`config.mk`:
```
export PLATFORM = sky130hd
export DESIGN_NAME = axis_count_nonzero_reduce_top
export DESIGN_NICKNAME = d
export VERILOG_FILES = /design/src/rtl/cnzr_pkg.sv /design/src/rtl/axis_count_nonzero_reduce_top.sv /design/src/rtl/cnzr_index.sv /design/src/rtl/cnzr_count.sv
export SDC_FILE = /design/constraint.sdc
export NUM_CORES = 2
export LEC_CHECK = 0
export BUFFER_PORTS_ARGS = -buffer_cell sky130_fd_sc_hd__buf_2
export CORE_UTILIZATION = 55
export CTS_BUF_LIST = sky130_fd_sc_hd__clkbuf_4 sky130_fd_sc_hd__clkbuf_8 sky130_fd_sc_hd__clkbuf_16
export CTS_CLUSTER_DIAMETER = 200
export DETAILED_ROUTE_END_ITERATION = 8
export PLACE_DENSITY = 0.69
export SLEW_MARGIN = 20
export SYNTH_ARGS = -nofsm -noshare
export SYNTH_HDL_FRONTEND = slang
export SYNTH_SLANG_ARGS = --single-unit
export TNS_END_PERCENT = 50
```
`constraint.sdc`:
```
create_clock -name clk -period 9.2 [get_ports clk]
set_input_delay 0.46 -clock clk [delete_from_list [all_inputs] [get_ports clk]]
set_output_delay 0.46 -clock clk [all_outputs]
set_load 0.01 [all_outputs]
```
`src/rtl/cnzr_pkg.sv`:
```
`timescale 1ns / 1ps

package cnzr_pkg;

  localparam int MAX_RANK_DEF = 4;
  localparam int OUT_BINS_DEF = 64;
  localparam int OUT_BINS_MAX = 64;

  localparam int EXT_REGS   = 4;
  localparam int EXT_W      = 11;
  localparam int COORD_W    = 10;
  localparam int MASK_W     = 4;
  localparam int COUNT_W    = 24;
  localparam int BIN_OUT_W  = 6;
  localparam int ELEM_W     = 32;
  localparam int EXTENT_MAX = 1024;

  // Internal bin values run 0..OUT_BINS, where OUT_BINS marks "out of range".
  localparam int BIN_W = $clog2(OUT_BINS_MAX + 1);

  localparam int OUT_DATA_W = ((BIN_OUT_W + COUNT_W + 7) / 8) * 8;
  localparam int OUT_PAD_W  = OUT_DATA_W - BIN_OUT_W - COUNT_W;

  localparam int CFG_IDX_W  = 3;
  localparam int CFG_DATA_W = 11;

  localparam logic [CFG_IDX_W-1:0] REG_EXTENT_AXIS0 = 3'd0;
  localparam logic [CFG_IDX_W-1:0] REG_EXTENT_AXIS1 = 3'd1;
  localparam logic [CFG_IDX_W-1:0] REG_EXTENT_AXIS2 = 3'd2;
  localparam logic [CFG_IDX_W-1:0] REG_EXTENT_AXIS3 = 3'd3;
  localparam logic [CFG_IDX_W-1:0] REG_REDUCE_MASK  = 3'd4;

  typedef enum logic [1:0] {
    ST_RUN,
    ST_DRAIN,
    ST_EMIT
  } cnzr_state_t;

  typedef logic [EXT_REGS-1:0][EXT_W-1:0] cnzr_ext_t;

  // One element leaving the index pipeline toward the counter memory.
  typedef struct packed {
    logic             valid;
    logic             inc;
    logic             last_el;
    logic [BIN_W-1:0] bin;
    logic [BIN_W-1:0] nbins;
  } cnzr_item_t;

endpackage

```
`src/rtl/axis_count_nonzero_reduce_top.sv`:
```
`timescale 1ns / 1ps

// Count-nonzero reduction over a streamed rank-MAX_RANK tensor.
// Input stream: one float32 element per word on in_tdata, row-major order,
// in_tlast on the final element of the tensor. A word is nonzero when bits
// 30..0 are not all zero. Elements are taken one per cycle while counting.
// Output stream: after the final element, one word per bin in bin order,
// bin index and saturating 24-bit count in out_tdata, out_tlast on the last.
// After the final element is taken it passes the index stages and the counter
// update, then the sweep reads each bin into the output register; a bin is read
// only when no read is pending and the output register is free or being taken.
// The sweep visits all OUT_BINS entries, zeroing each, and in_tready stays low
// from a final element until the sweep ends.
// Reset: extents return to 1 and the mask to 0; a clearing pass zeroes the
// counter memory, with in_tready low meanwhile.
// A stalled receiver holds the current bin word and pauses the sweep.
// Configuration writes land at once and must be made while no element is
// in flight.
module axis_count_nonzero_reduce_top #(
  parameter int MAX_RANK = cnzr_pkg::MAX_RANK_DEF,
  parameter int OUT_BINS = cnzr_pkg::OUT_BINS_DEF
) (
  input  logic                               clk,
  input  logic                               rst_n,
  input  logic                               in_tvalid,
  output logic                               in_tready,
  input  logic [cnzr_pkg::ELEM_W-1:0]        in_tdata,   // [31:0] element_bits
  input  logic                               in_tlast,   // final_element
  output logic                               out_tvalid,
  input  logic                               out_tready,
  output logic [cnzr_pkg::OUT_DATA_W-1:0]    out_tdata,  // [5:0] bin_index, [29:6] nonzero_count
  output logic                               out_tlast,  // last_bin
  input  logic                               cfg_we,
  input  logic [cnzr_pkg::CFG_IDX_W-1:0]     cfg_index,
  input  logic [cnzr_pkg::CFG_DATA_W-1:0]    cfg_data
);

  localparam int EXT_REGS = cnzr_pkg::EXT_REGS;
  localparam int EXT_W    = cnzr_pkg::EXT_W;
  localparam int MASK_W   = cnzr_pkg::MASK_W;
  localparam int USED     = (MAX_RANK < EXT_REGS) ? MAX_RANK : EXT_REGS;
  localparam logic [MASK_W-1:0] FULL_MASK = MASK_W'((1 << USED) - 1);

  cnzr_pkg::cnzr_ext_t        ext_r;
  cnzr_pkg::cnzr_ext_t        ext_eff;
  logic [MASK_W-1:0]          mask_r;
  logic                       reduce_all;
  logic [MASK_W-1:0]          keep;
  logic                       accept;
  cnzr_pkg::cnzr_item_t       item;
  logic [cnzr_pkg::BIN_OUT_W-1:0] out_bin;
  logic [cnzr_pkg::COUNT_W-1:0]   out_count;

  always_ff @(posedge clk) begin
    if (!rst_n) begin
      for (int k = 0; k < EXT_REGS; k++) begin
        ext_r[k] <= EXT_W'(1);
      end
      mask_r <= '0;
    end else if (cfg_we) begin
      case (cfg_index)
        cnzr_pkg::REG_EXTENT_AXIS0: ext_r[0] <= cfg_data;
        cnzr_pkg::REG_EXTENT_AXIS1: ext_r[1] <= cfg_data;
        cnzr_pkg::REG_EXTENT_AXIS2: ext_r[2] <= cfg_data;
        cnzr_pkg::REG_EXTENT_AXIS3: ext_r[3] <= cfg_data;
        cnzr_pkg::REG_REDUCE_MASK:  mask_r   <= cfg_data[MASK_W-1:0];
        default: ;
      endcase
    end
  end

  // An extent of zero acts as one; anything above the maximum is clipped.
  always_comb begin
    for (int k = 0; k < EXT_REGS; k++) begin
      if (ext_r[k] == '0) begin
        ext_eff[k] = EXT_W'(1);
      end else if (ext_r[k] > EXT_W'(cnzr_pkg::EXTENT_MAX)) begin
        ext_eff[k] = EXT_W'(cnzr_pkg::EXTENT_MAX);
      end else begin
        ext_eff[k] = ext_r[k];
      end
    end
  end

  assign reduce_all = (mask_r == '0) || ((mask_r & FULL_MASK) == FULL_MASK);
  assign keep       = reduce_all ? '0 : ~mask_r;
  assign accept     = in_tvalid && in_tready;

  cnzr_index #(
    .MAX_RANK (MAX_RANK),
    .OUT_BINS (OUT_BINS)
  ) u_index (
    .clk       (clk),
    .rst_n     (rst_n),
    .accept_i  (accept),
    .nonzero_i (|in_tdata[cnzr_pkg::ELEM_W-2:0]),
    .last_i    (in_tlast),
    .ext_i     (ext_eff),
    .keep_i    (keep),
    .item_o    (item)
  );

  cnzr_count #(
    .OUT_BINS (OUT_BINS)
  ) u_count (
    .clk          (clk),
    .rst_n        (rst_n),
    .item_i       (item),
    .take_last_i  (accept && in_tlast),
    .ready_o      (in_tready),
    .out_tready_i (out_tready),
    .out_valid_o  (out_tvalid),
    .out_bin_o    (out_bin),
    .out_count_o  (out_count),
    .out_last_o   (out_tlast)
  );

  assign out_tdata = {{cnzr_pkg::OUT_PAD_W{1'b0}}, out_count, out_bin};

endmodule

```
`src/rtl/cnzr_index.sv`:
```
`timescale 1ns / 1ps

module cnzr_index #(
  parameter int MAX_RANK = cnzr_pkg::MAX_RANK_DEF,
  parameter int OUT_BINS = cnzr_pkg::OUT_BINS_DEF
) (
  input  logic                               clk,
  input  logic                               rst_n,
  input  logic                               accept_i,
  input  logic                               nonzero_i,
  input  logic                               last_i,
  input  cnzr_pkg::cnzr_ext_t                ext_i,
  input  logic [cnzr_pkg::MASK_W-1:0]        keep_i,
  output cnzr_pkg::cnzr_item_t               item_o
);

  localparam int BIN_W   = cnzr_pkg::BIN_W;
  localparam int EXT_W   = cnzr_pkg::EXT_W;
  localparam int COORD_W = cnzr_pkg::COORD_W;
  localparam int SUM_W   = BIN_W + EXT_W + 1;
  localparam int STAGES  = MAX_RANK + 1;

  logic [EXT_W-1:0]   axis_ext  [MAX_RANK];
  logic               axis_keep [MAX_RANK];
  logic [COORD_W-1:0] coord_r   [MAX_RANK];
  logic [COORD_W-1:0] coord_nxt [MAX_RANK];
  logic [MAX_RANK:0]  carry;
  logic [MAX_RANK-1:0] wrap;

  logic               st_valid_r [STAGES];
  logic               st_nz_r    [STAGES];
  logic               st_last_r  [STAGES];
  logic [BIN_W-1:0]   st_idx_r   [STAGES];
  logic [BIN_W-1:0]   st_nb_r    [STAGES];
  logic [COORD_W-1:0] st_coord_r [STAGES][MAX_RANK];

  // Axes beyond the extent registers have size one and are never kept.
  for (genvar k = 0; k < MAX_RANK; k++) begin : g_axis
    if (k < cnzr_pkg::EXT_REGS) begin : g_reg
      assign axis_ext[k]  = ext_i[k];
      assign axis_keep[k] = keep_i[k];
    end else begin : g_unit
      assign axis_ext[k]  = EXT_W'(1);
      assign axis_keep[k] = 1'b0;
    end
  end

  // Odometer step, innermost axis first.
  always_comb begin
    carry[MAX_RANK] = 1'b1;
    for (int k = MAX_RANK - 1; k >= 0; k--) begin
      wrap[k]      = ({1'b0, coord_r[k]} + EXT_W'(1)) >= axis_ext[k];
      carry[k]     = carry[k+1] & wrap[k];
      coord_nxt[k] = coord_r[k];
      if (carry[k+1]) begin
        coord_nxt[k] = wrap[k] ? '0 : coord_r[k] + 1'b1;
      end
    end
  end

  always_ff @(posedge clk) begin
    if (!rst_n) begin
      for (int k = 0; k < MAX_RANK; k++) begin
        coord_r[k] <= '0;
      end
    end else if (accept_i) begin
      for (int k = 0; k < MAX_RANK; k++) begin
        coord_r[k] <= last_i ? '0 : coord_nxt[k];
      end
    end
  end

  always_ff @(posedge clk) begin
    if (!rst_n) begin
      st_valid_r[0] <= 1'b0;
    end else begin
      st_valid_r[0] <= accept_i;
    end
  end

  always_ff @(posedge clk) begin
    st_nz_r[0]    <= nonzero_i;
    st_last_r[0]  <= last_i;
    st_idx_r[0]   <= '0;
    st_nb_r[0]    <= BIN_W'(1);
    st_coord_r[0] <= coord_r;
  end

  // One stage per axis: on a kept axis, bin = bin * extent + coord and bin count =
  // count * extent, both held at OUT_BINS once they reach it; other axes pass both on.
  for (genvar s = 0; s < MAX_RANK; s++) begin : g_stage
    logic [SUM_W-1:0] idx_sum;
    logic [SUM_W-1:0] nb_prod;
    logic [BIN_W-1:0] idx_sat;
    logic [BIN_W-1:0] nb_sat;

    assign idx_sum = SUM_W'(st_idx_r[s]) * SUM_W'(axis_ext[s]) + SUM_W'(st_coord_r[s][s]);
    assign nb_prod = SUM_W'(st_nb_r[s]) * SUM_W'(axis_ext[s]);
    assign idx_sat = (idx_sum >= SUM_W'(OUT_BINS)) ? BIN_W'(OUT_BINS) : idx_sum[BIN_W-1:0];
    assign nb_sat  = (nb_prod > SUM_W'(OUT_BINS)) ? BIN_W'(OUT_BINS) : nb_prod[BIN_W-1:0];

    always_ff @(posedge clk) begin
      if (!rst_n) begin
        st_valid_r[s+1] <= 1'b0;
      end else begin
        st_valid_r[s+1] <= st_valid_r[s];
      end
    end

    always_ff @(posedge clk) begin
      st_nz_r[s+1]    <= st_nz_r[s];
      st_last_r[s+1]  <= st_last_r[s];
      st_coord_r[s+1] <= st_coord_r[s];
      st_idx_r[s+1]   <= axis_keep[s] ? idx_sat : st_idx_r[s];
      st_nb_r[s+1]    <= axis_keep[s] ? nb_sat : st_nb_r[s];
    end
  end

  always_comb begin
    item_o.valid   = st_valid_r[MAX_RANK];
    item_o.inc     = st_nz_r[MAX_RANK] && (st_idx_r[MAX_RANK] < BIN_W'(OUT_BINS));
    item_o.last_el = st_last_r[MAX_RANK];
    item_o.bin     = st_idx_r[MAX_RANK];
    item_o.nbins   = st_nb_r[MAX_RANK];
  end

endmodule

```
`src/rtl/cnzr_count.sv`:
```
`timescale 1ns / 1ps

module cnzr_count #(
  parameter int OUT_BINS = cnzr_pkg::OUT_BINS_DEF
) (
  input  logic                              clk,
  input  logic                              rst_n,
  input  cnzr_pkg::cnzr_item_t              item_i,
  input  logic                              take_last_i,
  output logic                              ready_o,
  input  logic                              out_tready_i,
  output logic                              out_valid_o,
  output logic [cnzr_pkg::BIN_OUT_W-1:0]    out_bin_o,
  output logic [cnzr_pkg::COUNT_W-1:0]      out_count_o,
  output logic                              out_last_o
);

  localparam int AW      = (OUT_BINS > 1) ? $clog2(OUT_BINS) : 1;
  localparam int BIN_W   = cnzr_pkg::BIN_W;
  localparam int COUNT_W = cnzr_pkg::COUNT_W;

  logic [COUNT_W-1:0] mem [OUT_BINS];
  logic               mem_we;
  logic [AW-1:0]      mem_waddr;
  logic [COUNT_W-1:0] mem_wdata;
  logic               mem_re;
  logic [AW-1:0]      mem_raddr;
  logic [COUNT_W-1:0] rdata_r;

  cnzr_pkg::cnzr_state_t state_r, state_nxt;
  cnzr_pkg::cnzr_item_t  wb_r;
  logic [AW-1:0]         ptr_r;
  logic [BIN_W-1:0]      nb_r;

  logic                  fwd_valid_r;
  logic [AW-1:0]         fwd_addr_r;
  logic [COUNT_W-1:0]    fwd_data_r;

  logic                  rd_pend_r;
  logic [AW-1:0]         rd_bin_r;
  logic                  rd_last_r;

  logic                  out_valid_r;
  logic [cnzr_pkg::BIN_OUT_W-1:0] out_bin_r;
  logic [COUNT_W-1:0]    out_count_r;
  logic                  out_last_r;

  logic [COUNT_W-1:0]    wb_cur;
  logic [COUNT_W-1:0]    wb_new;
  logic                  issue_ok;
  logic                  in_range;
  logic                  emit_act;
  logic                  emit_read;
  logic                  emit_done;
  logic                  drain_done;

  always_ff @(posedge clk) begin
    if (mem_we) begin
      mem[mem_waddr] <= mem_wdata;
    end
    if (mem_re) begin
      rdata_r <= mem[mem_raddr];
    end
  end

  // A write at the same edge as this word's read is not seen by the read.
  assign wb_cur = (fwd_valid_r && fwd_addr_r == wb_r.bin[AW-1:0]) ? fwd_data_r : rdata_r;
  assign wb_new = (&wb_cur) ? wb_cur : wb_cur + 1'b1;

  assign drain_done = wb_r.valid && wb_r.last_el;

  always_comb begin
    state_nxt = state_r;
    case (state_r)
      cnzr_pkg::ST_RUN: begin
        if (take_last_i) begin
          state_nxt = cnzr_pkg::ST_DRAIN;
        end
      end
      cnzr_pkg::ST_DRAIN: begin
        if (drain_done) begin
          state_nxt = cnzr_pkg::ST_EMIT;
        end
      end
      cnzr_pkg::ST_EMIT: begin
        if (emit_done) begin
          state_nxt = cnzr_pkg::ST_RUN;
        end
      end
      default: state_nxt = cnzr_pkg::ST_RUN;
    endcase
  end

  // The sweep reads and zeroes bins below the bin count; the rest are only zeroed.
  always_comb begin
    ready_o   = (state_r == cnzr_pkg::ST_RUN);
    issue_ok  = !rd_pend_r && (!out_valid_r || out_tready_i);
    in_range  = BIN_W'(ptr_r) < nb_r;
    emit_act  = (state_r == cnzr_pkg::ST_EMIT) && (!in_range || issue_ok);
    emit_read = (state_r == cnzr_pkg::ST_EMIT) && in_range && issue_ok;
    emit_done = emit_act && (ptr_r == AW'(OUT_BINS - 1));
    if (state_r == cnzr_pkg::ST_EMIT) begin
      mem_we    = emit_act;
      mem_waddr = ptr_r;
      mem_wdata = '0;
      mem_re    = emit_read;
      mem_raddr = ptr_r;
    end else begin
      mem_we    = wb_r.valid && wb_r.inc;
      mem_waddr = wb_r.bin[AW-1:0];
      mem_wdata = wb_new;
      mem_re    = item_i.valid && item_i.inc;
      mem_raddr = item_i.bin[AW-1:0];
    end
  end

  always_ff @(posedge clk) begin
    if (!rst_n) begin
      state_r     <= cnzr_pkg::ST_EMIT;
      ptr_r       <= '0;
      nb_r        <= '0;
      wb_r        <= '0;
      fwd_valid_r <= 1'b0;
      rd_pend_r   <= 1'b0;
      out_valid_r <= 1'b0;
    end else begin
      state_r     <= state_nxt;
      wb_r        <= item_i;
      fwd_valid_r <= mem_we;
      rd_pend_r   <= emit_read;
      if (emit_act) begin
        ptr_r <= emit_done ? '0 : ptr_r + 1'b1;
      end
      if (state_r == cnzr_pkg::ST_DRAIN && drain_done) begin
        nb_r <= wb_r.nbins;
      end
      if (rd_pend_r) begin
        out_valid_r <= 1'b1;
      end else if (out_tready_i) begin
        out_valid_r <= 1'b0;
      end
    end
  end

  always_ff @(posedge clk) begin
    fwd_addr_r <= mem_waddr;
    fwd_data_r <= mem_wdata;
    rd_bin_r   <= ptr_r;
    rd_last_r  <= (BIN_W'(ptr_r) + BIN_W'(1)) == nb_r;
    if (rd_pend_r) begin
      out_bin_r   <= cnzr_pkg::BIN_OUT_W'(rd_bin_r);
      out_count_r <= rdata_r;
      out_last_r  <= rd_last_r;
    end
  end

  assign out_valid_o = out_valid_r;
  assign out_bin_o   = out_bin_r;
  assign out_count_o = out_count_r;
  assign out_last_o  = out_last_r;

`ifndef SYNTHESIS
  a_emit_pipe_empty: assert property (@(posedge clk) disable iff (!rst_n)
    state_r == cnzr_pkg::ST_EMIT |-> !wb_r.valid)
    else $error("element in counter update stage during bin sweep");

  a_out_slot_free: assert property (@(posedge clk) disable iff (!rst_n)
    rd_pend_r |-> !out_valid_r)
    else $error("bin read returned while output register still full");

  a_last_in_drain: assert property (@(posedge clk) disable iff (!rst_n)
    drain_done |-> state_r == cnzr_pkg::ST_DRAIN)
    else $error("final element reached counters outside drain");

  a_last_word_ends: assert property (@(posedge clk) disable iff (!rst_n)
    out_valid_r && out_last_r && out_tready_i |=> !out_valid_r || !out_last_r || rd_pend_r
      || $past(rd_pend_r))
    else $error("last bin word repeated");
`endif

endmodule
```
======== Word level (Yosys, flattened, before mapping) ========
Memories as Yosys holds them, arrays and structs flattened. A register that Yosys moved wholly into a read port is not among the register bits.
Index checks and enable logic that the tools add are counted.
W data, S select, Z words.
storage, ports and cells
  register bits ........................... 182
  bits in writable memories ............... 1,821
  bits of input ports ..................... 52
  output and inout bits ................... 35
  logic and storage cells ................. 196
  memories ................................ 7
cells by class
  $add $sub $neg .......................... 15
  $mul .................................... 8
  magnitude comparators ................... 18
  eq/ne operators ......................... 13
  muxes and demuxes ....................... 59
  bitwise operators ....................... 8
  reductions and logical operators ........ 43
memory list
  memory              words  width  read ports  clocked after memory_dff  wr ports  RTL line          text
  u_count.mem         64     24     1           1                         1         cnzr_count.sv:22  logic [COUNT_W-1:0] mem [OUT_BINS];
  u_index.st_coord_r  5      40     4           0                         5         cnzr_index.sv:35  logic [COORD_W-1:0] st_coord_r [STAGES][MAX_RANK];
  u_index.st_idx_r    5      7      5           0                         5         cnzr_index.sv:33  logic [BIN_W-1:0] st_idx_r [STAGES];
  u_index.st_nb_r     5      7      5           1                         5         cnzr_index.sv:34  logic [BIN_W-1:0] st_nb_r [STAGES];
  u_index.st_last_r   5      1      5           1                         5         cnzr_index.sv:32  logic st_last_r [STAGES];
  u_index.st_nz_r     5      1      5           0                         5         cnzr_index.sv:31  logic st_nz_r [STAGES];
  1 more memories     --     --     --          --                        --        --
operators by type and width
  cell                     number
  $mul A7 B11 Y18          8
  $mux W7                  16
  $mux W10                 11
  $mux W11                 8
  $add A18 B10 Y19         4
  $ge A19 B7 Y1 const B    4
  $gt A18 B7 Y1 const B    4
  $mux W24                 3
  $add A10 B1 Y11 const B  4
  $ge A11 B11 Y1           4
  $gt A11 B11 Y1 const B   4
  $logic_not A11 Y1        4
  $add A10 B1 Y10 const B  4
  $reduce_or A31 Y1        1
  $add A24 B1 Y24 const B  1
  $reduce_and A24 Y1       1
  $mux W6                  3
  $reduce_and A2 Y1        8
  $logic_and A1 B1 Y1      13
  $mux W1                  13
  $reduce_bool A2 Y1       4
  $add A6 B1 Y7 const B    1
  $eq A7 B7 Y1             1
  $lt A6 B7 Y1             1
  other kinds (23)         39

======== Logic depth before layout (Yosys ltp) ========
  depth in word-level cells ............... 8
  mapped depth ............................ 24
  depth with buffers taken out ............ 21

======== Cells and area by module ========
From an unflattened synthesis, not the netlist that was laid out.
second synthesis, totals
  cells, all modules ...................... 6,374
  area, all modules ....................... 90,929.7 um^2
modules (own cells, without submodules)
  module                         times used  cells each  area an instance (um^2)  sequential area each (um^2)
  cnzr_count                     1           3,290       64,515.6                 49,197.2
  cnzr_index                     1           2,799       24,171.9                 4,224.1
  axis_count_nonzero_reduce_top  1           285         2,242.2                  960.9

======== Least setup slack after synthesis ========
Ideal clock, no wire load.
  path type ............................... register -> register
  start point ............................. reg u_count.nb_r[1]
  end point ............................... mem u_count.mem[47][0], enable pin
  library setup time ...................... 0.536 ns
  arrival time ............................ 5.593 ns
  required time ........................... 8.664 ns
  setup slack ............................. 3.071 ns
  stages on the path, launching flop included .. 12
  buffers on the path ..................... 1
  clock period less this slack ............ 6.129 ns
  path through ............................ dfxtp_1 -> inv_1 -> ha_1 -> nor2b_1 -> o21a_1 -> o21a_1 -> o21a_1 -> o21a_1 -> o21ba_2 -> o21ai_0 -> clkbuf_1 -> a2111oi_0
on the way
  longest elaborated chain between the ends .. 7
RTL lines
  what                           RTL line           text
  start: declaration             cnzr_count.sv:33   logic [BIN_W-1:0] nb_r;
  start signal: assignment       cnzr_count.sv:135  nb_r <= wb_r.nbins;
  $lt A6 B7 Y1                   cnzr_count.sv:98   in_range = BIN_W'(ptr_r) < nb_r;
  $logic_not A1 Y1               cnzr_count.sv:99   emit_act = (state_r == cnzr_pkg::ST_EMIT) && (!in_range || issue_ok);
  $logic_or A1 B1 Y1             cnzr_count.sv:99
  $logic_and A1 B1 Y1            cnzr_count.sv:99
  $mux W1                        cnzr_count.sv:102  if (state_r == cnzr_pkg::ST_EMIT) begin
  $mux W1                        cnzr_count.sv:58   if (mem_we) begin
  $mux W1 (not written as such)  cnzr_count.sv:59   mem[mem_waddr] <= mem_wdata;
  end: declaration               cnzr_count.sv:22
No other way between the ends.

==> metrics.cfg <==
[power]
p_int_mw=14.49
power.density_nw_per_um2=186.6
p_leak_nw=36.83
power.switching_mw=4.366
switching_share_pct=23.15
pwr-share-seq_pct=51.0
ir_worst_vdd_uv=204.0
clock_power_share_pct=40.6
combPwrFrac_pct=8.4
finalPower_mw=18.86

[synthesis]
syn_inst=5923
synthArstFlopShare_pct=0
synth.avg_cell_area_um2=15.31
yosysWarnings=0
synth_edf_count=1591
yosysSeqAreaShare_pct=59.96
yosysTopAreaCell=edfxtp_1
yosysTopAreaCellShare_pct=52.67
synth_area_leaders=edfxtp_1 (53%), mux4_2 (9.5%), dfxtp_1 (7.3%)
syn_area_um2=90700
ys_types=86
yosys_most_used_dff=edfxtp_1
ys_seq_elements=1921

[layout]
n_antenna_cell=0
multi_input_area_um2=34360
drive_above_1_share_pct=17.03
syn_to_final_growth_pct=11.42
finalNetCount=6708
nFillCells=11798
regArea_um2=54380

[clock_network]
h-tree-depth=4
numCtsBuffers=186
clockBufferDepth=3
cts_tree=built
clock-sinks=1921
clk_latency_ps=860
clk_pin_slew_worst_paths_ps=60
cts-root-buf=clkbuf_16
post_cts_buffers=0

[worst_hold_path]
min_path_type=primary input to flop
holdPathEnd=u_count.out_valid_o$_SDFFE_PN0P_
min_path_cells=4
min_from=out_tready

[routing]
ant_nets=0
route.detailed.drc=0
vias=51027
via_per_inst=6.083
drtIter0Drc=4777
routedWlPerCell_um=25.47
routed_wl_um=213600
drtPass1Iterations=6

[global_route]
grt_pass1_wl_um=320600
grt_max_degree=121
antenna_found_initial=3
track_usage_pct=25.82
grt_overflow=0
grt_pass1_vias=51887

[timing]
tns_ps=0
min_period_ps=6817
worst_slack_ps=2383
rsz0062_at_grt=no
hold_viol=0
relSlewSlack_pct=24.40
tightest_slew_ps=1125
clock_skew_ps=57.25
period_share_pct=74.10
slew_viol_final=0
fmax_mhz=146.7
setup_viol=0

[setup_path]
cp_common_cell=fa_1
cp.required_ps=9950
rr_worst_depth=22
worstSetupStartpointType=flop
reg2reg_from=ext_r[17]$_SDFFE_PN0P_
arrival_ps=7570
crit_fanout=20
timing.rr.end=u_index.st_nb_r[2][2]$_DFF_P_
crit_type=flop to flop
path_cells=nor4_1, nand3_1, o21ai_0, buf_4, and2_1, nand2_1, fa_1, fa_1, inv_1, fa_1, inv_1, fa_1, inv_1, ha_1, a21o_1, a21o_1, a311oi_1, o21bai_1, xnor2_1, nand4_1, nor3_1, a31o_2
rrSetupSlack_ps=2380
critPathMaxStageDelay_ps=630
worstSetupEndpointType=flop
slowest_stage=nor3_1

[placed_design]
place_congestion=0.8741
hpwl_um=129500
dpl_worst_slack_ps=2403
io_buffers=83

[floorplan]
start_util_pct=55.60
die_area_um2=166500
ioPinCount=87
die_x_um=408.1
core_area_um2=163100
rows=148
fp.dieH_um=408.1

[run_status]
status=finished, final reports clean

[run]
maxCapViolations=0

[flip-flops by register name, indices dropped and copies added, names as in the netlist, 2 cells and up]
name and cells:
u_count.rdata_r 24, u_count.state_r 2, u_index.st_nz_r 5, u_count.nb_r 7, u_count.out_count_o 24, u_count.wb_r 16, u_index.st_idx_r 28, ext_r 44
u_count.fwd_addr_r 6, u_count.fwd_data_r 24, u_index.coord_r 40, u_count.rd_bin_r 6, u_count.ptr_r 6, u_index.st_last_r 5, mask_r 4, u_index.st_valid_r 5
u_count.out_bin_o 6, u_count.mem 1536, u_index.st_nb_r 28, u_index.st_coord_r 100
[cells in the final DEF (no fill, tap or decap), types with 15 or more instances in the layout]
master / synthesis / layout
nand2b_1: 27 / 27
a2111oi_2: 0 / 46
and2_1: 286 / 286
nand3_1: 69 / 68
ha_1: 293 / 293
o211ai_1: 17 / 17
xnor2_1: 52 / 52
o21a_1: 34 / 34
nor2_4: 0 / 20
o21bai_1: 19 / 19
a21oi_1: 139 / 132
buf_4: 3 / 135
dfxtp_1: 330 / 329
nor4_1: 23 / 23
o21ai_0: 77 / 76
clkbuf_16: 0 / 189
a211oi_1: 39 / 21
inv_1: 414 / 412
mux4_2: 384 / 384
a31oi_1: 20 / 20
dlygate4sd3_1: 0 / 16
nor2b_1: 33 / 31
buf_2: 39 / 83
bufinv_16: 0 / 15
clkbuf_4: 0 / 36
nor3_1: 39 / 38
nand4_1: 19 / 19
xor2_1: 58 / 58
clkinv_1: 0 / 30
edfxtp_1: 1591 / 1591
nor2_1: 161 / 140
nand2_1: 392 / 391
and3_1: 99 / 98
a21o_1: 52 / 52
mux2i_1: 399 / 399
a211oi_4: 0 / 18
fa_1: 294 / 294
a22o_1: 24 / 24
clkinv_2: 0 / 35
[cells in the mapped netlist, drive strengths merged, types with 52 or more instances]
cell type,instances
inv,414
a21oi,139
xor2,58
and2,287
fa,294
edfxtp,1591
mux4,384
a2111oi,54
nor2,161
mux2i,399
and3,101
nand2,392
xnor2,52
ha,293
a21o,53
clkbuf,195
dfxtp,330
nand3,69
buf,91
o21ai,91
[worst max-delay path, delay by kind of cell (launching register included)]
| family | cells | cell delay (ps) |
|---|---|---|
| adders and majority gates | 5 | 2400 |
| and+or+nand+nor | 6 | 1880 |
| AOI/OAI and AO/OA | 6 | 1440 |
| DFF | 1 | 450 |
| buffers and inverters | 4 | 420 |
| xor gates and xnor gates | 1 | 140 |
[power by group through the flow]
stage	Combinational, mW	Sequential (mW)	Clock (mW)
finish	1.58	9.62	7.66
global placement	1.57	9.79	0
floorplan	1.07	9.74	0
global route	1.67	9.62	8.08
CTS	1.59	9.61	7.78
detailed placement	1.58	9.80	0
[metal layers]
metal / routed length (um) / share of wire, % / global-route usage (%) / up-vias
met3: 14410 / 6.7 / 3.572 / 331
met2: 103000 / 48 / 42.27 / 1833
li1: - / - / - / 22417
met5: 0 / 0 / 0 / -
met1: 89550 / 42 / 35.89 / 26446
met4: 6607 / 3.1 / 8.504 / 0
[worst max-delay path by stage]
stage	startpoint	endpoint	slack, ps	cells past startpoint
global placement	ext_r[17]$_SDFFE_PN0P_	u_index.st_nb_r[2][3]$_DFF_P_	2420	22
CTS	ext_r[17]$_SDFFE_PN0P_	u_index.st_nb_r[2][2]$_DFF_P_	2390	22
floorplan	u_count.nb_r[1]$_SDFFE_PN0P_	u_count.mem[47][0]$_DFFE_PP_	3070	11
detailed placement	ext_r[39]$_SDFFE_PN0P_	u_index.st_nb_r[4][6]$_DFF_P_	2400	21
finish	ext_r[17]$_SDFFE_PN0P_	u_index.st_nb_r[2][2]$_DFF_P_	2380	22
global route	ext_r[17]$_SDFFE_PN0P_	u_index.st_idx_r[2][0]$_DFF_P_	1960	20
[cell families after synthesis]
family	Yosys count	synth area share, %
buffers and inverters	701	3.060
DFF	1921	59.96
AOI/OAI and AO/OA	591	4.478
and+or+nand+nor	1221	6.870
muxes	791	14.04
other	1	0.004134
adders and majority gates	587	10.53
xor gates and xnor gates	110	1.062
[stage by stage]
stage | instance area, um^2 | hold WS, ps | util [%] | instances
finish | 101100 | 169.0 | 61.95 | 8388
global route | 101100 | 170.6 | 61.95 | 8388
CTS | 101000 | 119.8 | 61.93 | 8387
detailed placement | 94630 | 312.1 | 58.00 | 8039
global placement | 94620 | 310.6 | 58.00 | 8039
floorplan | 90700 | 309.6 | - | 5924
[final cells by class]
class | instances | area share [%]
well taps | 2175 | 2.693
repair buffers | 244 | 1.778
flip-flops and latches | 1921 | 53.81
clock buffers | 234 | 5.070
multi-input cells | 3302 | 34.00
inverters | 414 | 1.538
clock inverters | 98 | 1.106
[what timing repair did]
action,in CTS,in global routing
resized for setup,0,0
hold buffers,16,0
hold endpoints to repair,47,0
setup endpoints to repair,0,0
No activity file was read; power rests on OpenSTA's default activity.
